### config.mk
export PLATFORM = sky130hd
export DESIGN_NAME = crc_checked_frame_extractor
export DESIGN_NICKNAME = d
export VERILOG_FILES = /design/src/rtl/ccfe_pkg.sv /design/src/rtl/crc_checked_frame_extractor.sv
export VERILOG_INCLUDE_DIRS = /design/src /design/src/rtl
export SDC_FILE = /design/constraint.sdc
export NUM_CORES = 2
export LEC_CHECK = 0
export BUFFER_PORTS_ARGS = -buffer_cell sky130_fd_sc_hd__buf_2
export CORE_AREA = 3 3 708 710
export CTS_CLUSTER_SIZE = 24
export DETAILED_ROUTE_END_ITERATION = 10
export DIE_AREA = 0 0 711 713
export PLACE_DENSITY = 0.55
export SLEW_MARGIN = 20
export SYNTH_ARGS = -nofsm -noshare
export SYNTH_HDL_FRONTEND = slang
export SYNTH_SLANG_ARGS = --single-unit
### constraint.sdc
create_clock -name clock -period 4.6 [get_ports clock]
set_input_delay 0 -clock clock [delete_from_list [all_inputs] [get_ports clock]]
set_output_delay 0 -clock clock [all_outputs]
set_load 0.05 [all_outputs]
### src/rtl/crc_checked_frame_extractor_macros.svh
// assertion macros for the crc checked frame extractor
// used by the top level only, no other dependencies
`ifndef CRC_CHECKED_FRAME_EXTRACTOR_MACROS_SVH
`define CRC_CHECKED_FRAME_EXTRACTOR_MACROS_SVH

// same-cycle implication
`define CCFE_ASSERT_NOW(label, clk, rst, ante, cons, msg) \
   label: assert property (@(posedge clk) disable iff (rst) (ante) |-> (cons)) else $error(msg);

// next-cycle implication
`define CCFE_ASSERT_NEXT(label, clk, rst, ante, cons, msg) \
   label: assert property (@(posedge clk) disable iff (rst) (ante) |=> (cons)) else $error(msg);

`endif

### src/rtl/ccfe_pkg.sv
// package for the crc checked frame extractor: constants, state type, crc steps
// no dependencies
package ccfe_pkg;

   localparam int BUFFER_DEPTH_DEF = 512;
   localparam int MAX_RESULTS      = 57;
   localparam int MIN_FRAME        = 9;
   localparam int HDR_LAST         = 6;

   localparam logic [7:0]  SOF_BYTE   = 8'hA5;
   localparam logic [7:0]  CRC8_INIT  = 8'hFF;
   localparam logic [7:0]  CRC8_POLY  = 8'h8C;
   localparam logic [15:0] CRC16_INIT = 16'hFFFF;
   localparam logic [15:0] CRC16_POLY = 16'h8408;

   localparam logic KIND_BYTE   = 1'b0;
   localparam logic KIND_TICK   = 1'b1;
   localparam logic RES_PACKET  = 1'b0;
   localparam logic RES_ALIVE   = 1'b1;

   typedef enum logic [4:0] {
      ST_IDLE  = 5'b00001,
      ST_START = 5'b00010,
      ST_RUN   = 5'b00100,
      ST_EMIT  = 5'b01000,
      ST_FLUSH = 5'b10000
   } state_type;

   function automatic logic [7:0] crc8_byte(input logic [7:0] c, input logic [7:0] d);
      logic [7:0] r;
      r = c ^ d;
      for (int b = 0; b < 8; b++) begin
         r = r[0] ? ((r >> 1) ^ CRC8_POLY) : (r >> 1);
      end
      return r;
   endfunction

   function automatic logic [15:0] crc16_byte(input logic [15:0] c, input logic [7:0] d);
      logic [15:0] r;
      r = c ^ {8'h00, d};
      for (int b = 0; b < 8; b++) begin
         r = r[0] ? ((r >> 1) ^ CRC16_POLY) : (r >> 1);
      end
      return r;
   endfunction

endpackage

### src/rtl/crc_checked_frame_extractor.sv
// crc checked frame extractor: burst buffer memory and frame scan sequencer
// depends on ccfe_pkg and crc_checked_frame_extractor_macros.svh
//
//   channel  ports                 direction  carries
//   req      req_valid/req_stall   in         received byte or alive tick
//   rsp      rsp_valid/rsp_stall   out        packet found or alive report
//
// a byte or tick transaction is taken while idle, once the output
// register is free. after the last byte the scan walks the buffer
// through a one-port memory, reading the header of each candidate
// position and then the rest of its frame, one byte read per cycle.
// reset clears all control state; buffer contents need no clearing.
// rsp_stall holds the output register, holds off req and pauses the scan while a found packet waits to move out.
`include "crc_checked_frame_extractor_macros.svh"

module crc_checked_frame_extractor
   import ccfe_pkg::*;
#(
   parameter int BUFFER_DEPTH = BUFFER_DEPTH_DEF
) (
   input  logic        clock,
   input  logic        reset,
   input  logic        req_valid,
   output logic        req_stall,
   input  logic        req_type,
   input  logic [7:0]  req_rx_byte,
   input  logic        req_burst_last,
   output logic        rsp_valid,
   input  logic        rsp_stall,
   output logic        rsp_result_kind,
   output logic [15:0] rsp_command_id,
   output logic [15:0] rsp_payload_length,
   output logic [7:0]  rsp_sequence_number,
   output logic [8:0]  rsp_start_offset,
   output logic        rsp_link_alive,
   output logic        rsp_run_last
);

   localparam int AW = $clog2(BUFFER_DEPTH);
   localparam int CW = $clog2(BUFFER_DEPTH + 1);
   localparam int NW = $clog2(MAX_RESULTS + 1);

   // burst buffer memory
   logic [7:0] buf_mem [BUFFER_DEPTH];
   logic [7:0] rd_data_ff;

   // control state
   state_type       state_ff, state_in;
   logic [CW-1:0]   count_ff, count_in;
   logic [15:0]     pkt_cnt_ff, pkt_cnt_in;
   logic [15:0]     last_tick_ff, last_tick_in;
   logic [CW-1:0]   pos_ff, pos_in;
   logic [NW-1:0]   hits_ff, hits_in;
   logic [16:0]     issue_ff, issue_in;
   logic [16:0]     stop_ff, stop_in;
   logic            rd_valid_ff, rd_valid_in;
   logic [16:0]     rd_idx_ff;

   // frame capture
   logic [7:0]  crc8_ff, crc8_in;
   logic [15:0] crc16_ff, crc16_in;
   logic        sof_ok_ff, sof_ok_in;
   logic        hdr_ok_ff, hdr_ok_in;
   logic [15:0] dlen_ff, dlen_in;
   logic [7:0]  seq_ff, seq_in;
   logic [15:0] cmd_ff, cmd_in;
   logic [7:0]  got_lo_ff, got_lo_in;

   // pending packet, held until we know whether another follows
   logic        pend_valid_ff, pend_valid_in;
   logic [15:0] pend_cmd_ff, pend_dlen_ff;
   logic [7:0]  pend_seq_ff;
   logic [8:0]  pend_off_ff;

   // output register
   logic        out_valid_ff, out_valid_in;
   logic        out_kind_ff, out_alive_ff, out_last_ff;
   logic [15:0] out_cmd_ff, out_dlen_ff;
   logic [7:0]  out_seq_ff;
   logic [8:0]  out_off_ff;
   logic        out_load_pend, out_load_tick, out_load_last;

   logic        out_free;
   logic        req_take;
   logic        issue;
   logic [AW-1:0] rd_addr;
   logic [17:0] addr_sum;
   logic [16:0] whole;
   logic [17:0] frame_end;
   logic        fits;
   logic        more;
   logic [CW-1:0] pos_step, pos_skip;
   logic        alive_now;

   assign out_free  = !out_valid_ff || !rsp_stall;
   assign req_stall = (state_ff != ST_IDLE) || !out_free;
   assign req_take  = req_valid && !req_stall;

   // read address for the byte in flight
   assign addr_sum  = 18'(pos_ff) + 18'(issue_ff);
   assign rd_addr   = addr_sum[AW-1:0];
   assign issue     = (state_ff == ST_RUN) && (issue_ff < stop_ff);

   // frame geometry
   assign whole     = 17'(dlen_ff) + 17'(MIN_FRAME);
   assign frame_end = 18'(pos_ff) + 18'(whole);
   assign fits      = frame_end <= 18'(count_ff);
   assign more      = (18'(pos_ff) + 18'(MIN_FRAME) <= 18'(count_ff)) &&
                      (hits_ff < NW'(MAX_RESULTS));
   assign pos_step  = pos_ff + CW'(1);
   assign pos_skip  = frame_end[CW-1:0];
   assign alive_now = pkt_cnt_ff != last_tick_ff;

   // memory: write on byte transactions, registered read during scan
   always_ff @(posedge clock) begin
      if (req_take && (req_type == KIND_BYTE) && (count_ff < CW'(BUFFER_DEPTH))) begin
         buf_mem[count_ff[AW-1:0]] <= req_rx_byte;
      end
      if (issue) begin
         rd_data_ff <= buf_mem[rd_addr];
      end
   end

   always_comb begin
      state_in      = state_ff;
      count_in      = count_ff;
      pkt_cnt_in    = pkt_cnt_ff;
      last_tick_in  = last_tick_ff;
      pos_in        = pos_ff;
      hits_in       = hits_ff;
      issue_in      = issue_ff;
      stop_in       = stop_ff;
      rd_valid_in   = issue;
      crc8_in       = crc8_ff;
      crc16_in      = crc16_ff;
      sof_ok_in     = sof_ok_ff;
      hdr_ok_in     = hdr_ok_ff;
      dlen_in       = dlen_ff;
      seq_in        = seq_ff;
      cmd_in        = cmd_ff;
      got_lo_in     = got_lo_ff;
      pend_valid_in = pend_valid_ff;
      out_load_pend = 1'b0;
      out_load_tick = 1'b0;
      out_load_last = 1'b0;

      if (issue) begin
         issue_in = issue_ff + 17'd1;
      end

      case (state_ff)
         ST_IDLE: begin
            if (req_take) begin
               if (req_type == KIND_TICK) begin
                  out_load_tick = 1'b1;
                  last_tick_in  = pkt_cnt_ff;
               end else begin
                  if (count_ff < CW'(BUFFER_DEPTH)) begin
                     count_in = count_ff + CW'(1);
                  end
                  if (req_burst_last) begin
                     pos_in   = '0;
                     hits_in  = '0;
                     state_in = ST_START;
                  end
               end
            end
         end
         ST_START: begin
            // set up a candidate at pos_ff, or end the scan
            issue_in    = '0;
            stop_in     = 17'(HDR_LAST + 1);
            rd_valid_in = 1'b0;
            crc8_in     = CRC8_INIT;
            crc16_in    = CRC16_INIT;
            hdr_ok_in   = 1'b0;
            state_in    = more ? ST_RUN : ST_FLUSH;
         end
         ST_RUN: begin
            if (rd_valid_ff) begin
               if (rd_idx_ff < 17'd4) begin
                  crc8_in = crc8_byte(crc8_ff, rd_data_ff);
               end
               if ((rd_idx_ff <= 17'(HDR_LAST)) || (rd_idx_ff + 17'd2 < whole)) begin
                  crc16_in = crc16_byte(crc16_ff, rd_data_ff);
               end
               case (rd_idx_ff)
                  17'd0: sof_ok_in = rd_data_ff == SOF_BYTE;
                  17'd1: dlen_in = {dlen_ff[15:8], rd_data_ff};
                  17'd2: dlen_in = {rd_data_ff, dlen_ff[7:0]};
                  17'd3: seq_in = rd_data_ff;
                  17'd4: hdr_ok_in = sof_ok_ff && (crc8_ff == rd_data_ff);
                  17'd5: cmd_in = {cmd_ff[15:8], rd_data_ff};
                  17'd6: begin
                     cmd_in = {rd_data_ff, cmd_ff[7:0]};
                     if (hdr_ok_ff && fits) begin
                        stop_in = whole;
                     end else begin
                        pos_in   = pos_step;
                        state_in = ST_START;
                     end
                  end
                  default: begin
                     if (rd_idx_ff + 17'd2 == whole) begin
                        got_lo_in = rd_data_ff;
                     end
                     if (rd_idx_ff + 17'd1 == whole) begin
                        if (crc16_ff == {rd_data_ff, got_lo_ff}) begin
                           state_in = ST_EMIT;
                        end else begin
                           pos_in   = pos_step;
                           state_in = ST_START;
                        end
                     end
                  end
               endcase
            end
         end
         ST_EMIT: begin
            // older pending packet moves out, this one becomes pending
            if (!pend_valid_ff || out_free) begin
               out_load_pend = pend_valid_ff;
               pend_valid_in = 1'b1;
               pos_in        = pos_skip;
               hits_in       = hits_ff + NW'(1);
               pkt_cnt_in    = pkt_cnt_ff + 16'd1;
               state_in      = ST_START;
            end
         end
         ST_FLUSH: begin
            if (!pend_valid_ff) begin
               count_in = '0;
               state_in = ST_IDLE;
            end else if (out_free) begin
               out_load_pend = 1'b1;
               out_load_last = 1'b1;
               pend_valid_in = 1'b0;
               count_in      = '0;
               state_in      = ST_IDLE;
            end
         end
         default: state_in = ST_IDLE;
      endcase

      if (out_load_pend || out_load_tick) begin
         out_valid_in = 1'b1;
      end else if (!rsp_stall) begin
         out_valid_in = 1'b0;
      end else begin
         out_valid_in = out_valid_ff;
      end
   end

   // control registers
   always_ff @(posedge clock) begin
      if (reset) begin
         state_ff      <= ST_IDLE;
         count_ff      <= '0;
         pkt_cnt_ff    <= '0;
         last_tick_ff  <= '0;
         pos_ff        <= '0;
         hits_ff       <= '0;
         issue_ff      <= '0;
         stop_ff       <= '0;
         rd_valid_ff   <= 1'b0;
         hdr_ok_ff     <= 1'b0;
         sof_ok_ff     <= 1'b0;
         pend_valid_ff <= 1'b0;
         out_valid_ff  <= 1'b0;
      end else begin
         state_ff      <= state_in;
         count_ff      <= count_in;
         pkt_cnt_ff    <= pkt_cnt_in;
         last_tick_ff  <= last_tick_in;
         pos_ff        <= pos_in;
         hits_ff       <= hits_in;
         issue_ff      <= issue_in;
         stop_ff       <= stop_in;
         rd_valid_ff   <= rd_valid_in;
         hdr_ok_ff     <= hdr_ok_in;
         sof_ok_ff     <= sof_ok_in;
         pend_valid_ff <= pend_valid_in;
         out_valid_ff  <= out_valid_in;
      end
   end

   // payload registers
   always_ff @(posedge clock) begin
      rd_idx_ff <= issue_ff;
      crc8_ff   <= crc8_in;
      crc16_ff  <= crc16_in;
      dlen_ff   <= dlen_in;
      seq_ff    <= seq_in;
      cmd_ff    <= cmd_in;
      got_lo_ff <= got_lo_in;
      if ((state_ff == ST_EMIT) && (!pend_valid_ff || out_free)) begin
         pend_cmd_ff  <= cmd_ff;
         pend_dlen_ff <= dlen_ff;
         pend_seq_ff  <= seq_ff;
         pend_off_ff  <= 9'(pos_ff);
      end
      if (out_load_tick) begin
         out_kind_ff  <= RES_ALIVE;
         out_cmd_ff   <= '0;
         out_dlen_ff  <= '0;
         out_seq_ff   <= '0;
         out_off_ff   <= '0;
         out_alive_ff <= alive_now;
         out_last_ff  <= 1'b1;
      end else if (out_load_pend) begin
         out_kind_ff  <= RES_PACKET;
         out_cmd_ff   <= pend_cmd_ff;
         out_dlen_ff  <= pend_dlen_ff;
         out_seq_ff   <= pend_seq_ff;
         out_off_ff   <= pend_off_ff;
         out_alive_ff <= 1'b0;
         out_last_ff  <= out_load_last;
      end
   end

   assign rsp_valid           = out_valid_ff;
   assign rsp_result_kind     = out_kind_ff;
   assign rsp_command_id      = out_cmd_ff;
   assign rsp_payload_length  = out_dlen_ff;
   assign rsp_sequence_number = out_seq_ff;
   assign rsp_start_offset    = out_off_ff;
   assign rsp_link_alive      = out_alive_ff;
   assign rsp_run_last        = out_last_ff;

   // checks
   `CCFE_ASSERT_NOW(a_idle_no_pend, clock, reset, state_ff == ST_IDLE, !pend_valid_ff,
      "packet left pending after scan")
   `CCFE_ASSERT_NOW(a_rd_in_run, clock, reset, rd_valid_ff, state_ff == ST_RUN,
      "memory read outside scan")
   `CCFE_ASSERT_NOW(a_hits_max, clock, reset, 1'b1, hits_ff <= NW'(MAX_RESULTS),
      "result limit exceeded")
   `CCFE_ASSERT_NEXT(a_last_starts, clock, reset,
      req_take && (req_type == KIND_BYTE) && req_burst_last, state_ff == ST_START,
      "last byte did not start scan")

endmodule
# Word-level counts from Yosys, hierarchy flattened
# Memory sizes are Yosys's and may differ from the RTL's. A register that Yosys moved wholly into a read port is not among the register bits.
# Cells that the tools add are included.
# word_totals
register_bits	292
mem_bits_rw	4096
inputBits	14
elab_cells	241
memories	1
# mem_list
memory	words	word_bits	rd	rd_ports_with_merged_regs	write_ports	line_no	source
buf_mem	512	8	1	1	1	crc_checked_frame_extractor.sv:44	logic [7:0] buf_mem [BUFFER_DEPTH];
# classes
n_addsub	11
magnitude_cmp	8
eq_ne	35
n_mux	83
bitwise	24
reduce_logical	46
# op_table
op	count
$mux W16	10
$mux W10	13
$pmux W16 S2	3
$mux W8	10
$eq A17 B3 Y1 const B	3
$mux W17	3
$mux W5	10
$not A2 Y3	16
$pmux W10 S2	2
$add A17 B1 Y17 const B	2
$eq A17 B17 Y1	2
$eq A17 B2 Y1 const B	2
$lt A17 B17 Y1	2
$pmux W17 S2	1
$pmux W10 S3	1
$pmux W5 S5	1
$mux W6	4
$reduce_and A4 Y1	6
$add A10 B1 Y10 const B	2
$add A10 B17 Y18	1
$le A18 B10 Y1	1
$mux W1	18
$reduce_and A3 Y1	6
$add A16 B4 Y17 const B	1
47 further kinds	87

# Longest topological paths before layout
# depth
depth_word	20
mapped_depth	22

# Worst setup path after synthesis
# No wires, ideal clock.
# synth_timing
path_type	reg-to-reg
from	register dlen_ff[0]
to	register stop_ff[10]
arrival_time_ns	4.419
slack_ns	0.116
path_stages_with_launch	20
path_buffers	1
path_cell_list	edfxtp_1 -> ha_1 -> a21oi_4 -> nor2_1 -> xnor2_1 -> inv_1 -> ha_1 -> and4_1 -> nand2_1 -> o211ai_1 -> xor2_1 -> ha_1 -> a2111oi_0 -> o31ai_1 -> o311ai_0 -> nand4_2 -> nor4_4 -> buf_6 -> mux2_2 -> nor2_1
# synth_between
elab_chain_cells	6
elab_cells_between_ends	10
cone_classes	2 x add/sub; 1 x order compare; 1 x eq/ne; 4 x mux; 2 x reduce/logical
# synth_rtl
item	line_no	source
start, declared	crc_checked_frame_extractor.sv:64	logic [15:0] dlen_ff, dlen_in;
start signal, assigned	crc_checked_frame_extractor.sv:292	dlen_ff <= dlen_in;
$add A16 B4 Y17 (*)	crc_checked_frame_extractor.sv:105	assign whole = 17'(dlen_ff) + 17'(MIN_FRAME);
$add A10 B17 Y18	crc_checked_frame_extractor.sv:106	assign frame_end = 18'(pos_ff) + 18'(whole);
$le A18 B10 Y1	crc_checked_frame_extractor.sv:107	assign fits = frame_end <= 18'(count_ff);
$logic_and A1 B1 Y1	crc_checked_frame_extractor.sv:196	if (hdr_ok_ff && fits) begin
$ne A2 B1 Y1 (no line)	n/a	
$reduce_and A4 Y1 (no line)	n/a	
end signal, assigned	crc_checked_frame_extractor.sv:278	stop_ff <= stop_in;
end, declared	crc_checked_frame_extractor.sv:55	logic [16:0] stop_ff, stop_in;
# Every way passes the cells marked *; elsewhere a longest branch is shown, timed or not. The select of a mux whose other input is x is not followed.
# A chain may end at the register's enable or synchronous reset.

# Worst setup path in the final report
# layout_timing
from	register issue_ff[0]
to	register rd_data_ff[3], read port of buf_mem (data pin)
# layout_between
elab_chain_cells	2
elab_cells_between_ends	3
cone_classes	1 x add/sub; 1 x order compare; 1 x reduce/logical
# layout_rtl
item	line_no	source
start, declared	crc_checked_frame_extractor.sv:54	logic [16:0] issue_ff, issue_in;
start signal, assigned	crc_checked_frame_extractor.sv:277	issue_ff <= issue_in;
$lt A17 B17 Y1	crc_checked_frame_extractor.sv:102	assign issue = (state_ff == ST_RUN) && (issue_ff < stop_ff);
$logic_and A1 B1 Y1	crc_checked_frame_extractor.sv:102	
end, declared	crc_checked_frame_extractor.sv:45	logic [7:0] rd_data_ff;
# Several ways; a longest one is shown, not always the timed one.

==> results.cfg <==
[run_status]
status = finished clean

[layout]
drive_above_1_share_pct = 31.8
stdcell_count = 15900
syn2layout_area_growth_pct = 16.9
nets = 8934
fin_area_mm2 = 0.202

[worst_setup_path]
crit_start = issue_ff[0]$_SDFFE_PP0P_
end_kind = flop
worstSetupPathType = reg -> reg
crit_path_max_fanout = 8
start_kind = flop
r2r-end = rd_data_ff[3]$_DFFE_PP_
cp.required_ns = 5.29
worstRegToRegCells = 15
regToRegSetupSlack_ns = 0.02
cp.arrival_ns = 5.28
endpoint = rd_data_ff[3]$_DFFE_PP_
worstReg2RegStart = issue_ff[0]$_SDFFE_PP0P_

[placed_design]
postPlaceCellArea_mm2 = 0.187
gp_congestion = 0.844
hpwl_um = 270000
dpl.cell_count = 15000
portBuffers = 67

[clocking]
numCtsBuffers = 439
cts.sinks = 4396
clkTransAtPathRegs_ns = 0.07
cts_tree = yes
clk_latency_ns = 1.01
h-tree-depth = 5
cts_root_buf = clkbuf_16
clk_path_buf_depth = 4

[worst_hold_path]
min_path_type = in -> reg

[detailed_routing]
vias_per_cell = 5.28
postRouteAntennaNets = 0
via_count = 83800
firstDrtPassIters = 5
wirelength_um = 442000
initialDrtViolationCount = 8684
wire_per_inst_um = 27.9
drcViolationCount = 0

[power]
p_seq_share_pct = 51.2
p_int_mw = 66.8
p_sw_mw = 18.9
power.total_mw = 85.7
p_sw_share_pct = 22.1
cellLeakagePower_nw = 61.7
peakVddDrop_mv = 0.324
pwr-share-comb_pct = 7.6
power_density_mw_per_mm2 = 423
clockPowerShare_pct = 41.1

[timing]
rsz0062_at_grt = true
setup_viol = 0
max_freq_ghz = 0.218
whs_ns = 0.120
worst-slew-pin-transition_ns = 1.12
tns_ns = 0
hold_viol = 0
slew_headroom_pct = 25.3
skew_ns = 0.0683
slew_violations = 0
finalCritPeriodShare_pct = 99.7
fin_crit_ns = 4.58

[grt]
overflow = 0
grt_util_all_layers_pct = 17.1
antenna_found_initial = 34
grt_pass1_vias = 86200
grt_max_degree = 181
grt_pass1_wl_um = 640000

[yosys]
synth-seq-area-share_pct = 75.2
synth_seq_cells = 4396
synth_adder_area_share_pct = 0.659
synth_top_family_by_area = multiplexers
netlist_area_mm2 = 0.173
syn_area_per_cell_um2 = 21.5
synth-simple-area-share_pct = 3.00
yosys.area_share.xor_xnor_pct = 0.943
synth_nets = 8143
synth_compound_area_share_pct = 1.10
synth_mux_area_share_pct = 17.7
ys_warn_count = 0
ys_types = 82
syn_inst = 8039
ys.flop_type = edfxtp_1
async_flop_share_pct = 0
synth_edf_count = 4226

[die]
rows = 259
start_util_pct = 34.9
die_w_um = 711
pin_count = 68
die_area_mm2 = 0.507
die_y_um = 713
core_area_mm2 = 0.496

[job]
drv_cap = 0
[layout by cell type (no fill, tap or decap), drive strengths merged, types with 43 or more instances in the layout]
| master | count |
|---|---|
| nand4 | 43 |
| inv | 76 |
| nand3 | 47 |
| xnor2 | 126 |
| bufinv | 43 |
| dfxtp | 170 |
| mux4 | 1344 |
| buf | 784 |
| ha | 88 |
| edfxtp | 4226 |
| clkbuf | 538 |
| nand2 | 267 |
| a21oi | 134 |
| nor2 | 611 |
| clkinv | 212 |
| xor2 | 56 |
[final cells by class]
cell class	instances	area, um^2
inverters	60	225
clock buffers	527	11400
well taps	6655	8330
clock inverters	290	2620
diodes	6	15.0
flip-flops and latches	4396	130000
multi-input cells	3118	41300
repair buffers	815	8160
fillers	43400	294000
[synth_stat cells (4+ instances only)]
cell type  instances  share of area [%]
a211oi_1           8              0.035
a21o_1            19              0.082
a21oi_1          130               0.38
a221oi_1           9              0.046
a22o_1             8              0.040
a22oi_1            6              0.026
and2_1            27              0.098
and3_1            18              0.065
and4_1             9              0.046
buf_1             25              0.054
buf_2            129               0.37
buf_4             16              0.069
buf_6             17               0.11
clkbuf_1         276               0.60
dfxtp_1          170                2.0
edfxtp_1        4226                 73
ha_1              88               0.64
inv_1             60               0.13
mux2_2             5              0.033
mux2i_1           36               0.21
mux4_2          1344                 17
nand2_1          266               0.58
nand2b_1          14              0.051
nand3_1           47               0.14
nand4_1           41               0.15
nand4b_1           8              0.040
nor2_1           611                1.3
nor2b_1           24              0.087
nor3_1            36               0.10
nor4_1            18              0.065
o21a_1            13              0.056
o21ai_0           30              0.087
o21bai_1           4              0.017
o31ai_1           17              0.074
o31ai_2            6              0.043
or2_2              4              0.014
or3_1             10              0.036
or4_1             15              0.065
xnor2_1          124               0.63
xor2_1            56               0.28
[timing repair]
item	CTS	global route
setup endpoints to repair	37	457
hold endpoints to repair	2594	0
buffers inserted	19	24
hold buffers	19	0
cloned	7	12
pin swaps	8	36
gates resized for setup	32	132
[worst max-delay path, cell delays in order (launching register included)]
cell and delay, ns:
dfxtp_1 0.34, ha_4 0.17, fa_4 0.77, buf_12 0.16, buf_12 0.14, buf_16 0.18, buf_16 0.18, buf_4 0.18
mux4_2 0.34, mux4_2 0.53, mux4_2 0.46, mux2i_1 0.19, buf_4 0.20, a22o_1 0.21, buf_12 0.13, a221oi_1 0.04
[through the flow]
stage / setup WS, ns / utilization [%]
after floorplan: 0.116 / -
after global placement: -0.263 / 37.6
final: 0.0153 / 40.8
after global routing: -0.236 / 40.8
after CTS: 0.00637 / 40.6
after detailed placement: -0.156 / 37.6
[worst min-delay path by stage]
| stage | from | to | slack, ns | depth (start not counted) |
|---|---|---|---|---|
| after floorplan | req_rx_byte[0] | buf_mem[0][0]$_DFFE_PP_ | 0.1 | 0 |
| after global placement | issue_ff[16]$_SDFFE_PP0P_ | rd_idx_ff[16]$_DFF_P_ | 0.40 | 0 |
| after detailed placement | issue_ff[16]$_SDFFE_PP0P_ | rd_idx_ff[16]$_DFF_P_ | 0.40 | 0 |
| after CTS | req_rx_byte[5] | buf_mem[353][5]$_DFFE_PP_ | 0.07 | 2 |
| after global routing | req_rx_byte[5] | buf_mem[355][5]$_DFFE_PP_ | 0.10 | 2 |
| final | req_rx_byte[5] | buf_mem[355][5]$_DFFE_PP_ | 0.12 | 2 |
[per-layer routing]
metal	vias up	GRT usage [%]	share of wire, %
met5	-	0	0
met4	0	4.18	2.5
met3	543	2.72	6.7
met2	2803	27.9	48
met1	45400	24.1	42
li1	35000	-	-
[registers in the layout, indices dropped and copies added, names as in the netlist, 6 cells and up]
| name | count |
|---|---|
| buf_mem | 4096 |
| rd_idx_ff | 17 |
| last_tick_ff | 16 |
| pend_dlen_ff | 16 |
| rsp_start_offset | 9 |
| stop_ff | 17 |
| rsp_payload_length | 16 |
| seq_ff | 8 |
| cmd_ff | 16 |
| rsp_command_id | 16 |
| pos_ff | 10 |
| issue_ff | 17 |
| pend_off_ff | 9 |
| got_lo_ff | 8 |
| pkt_cnt_ff | 16 |
| dlen_ff | 16 |
| hits_ff | 6 |
| rsp_sequence_number | 8 |
| rd_data_ff | 8 |
| pend_seq_ff | 8 |
| count_ff | 10 |
| crc8_ff | 8 |
| pend_cmd_ff | 16 |
| crc16_ff | 16 |
[cells by family after synthesis]
logic type	after synthesis
buf+inv	525
compound gates	289
flops	4396
simple gates	1171
fa+ha+maj	90
mux	1385
xor+xnor	183
[power groups by stage]
stage	clock network [mW]	logic, mW	registers (mW)
after floorplan	0	3.05	44.8
after global placement	0	5.95	44.7
after detailed placement	0	6.04	44.8
after CTS	36.0	6.35	43.9
after global routing	37.6	6.83	43.9
final	35.3	6.54	43.9
Power figures use the tool's default switching activity.
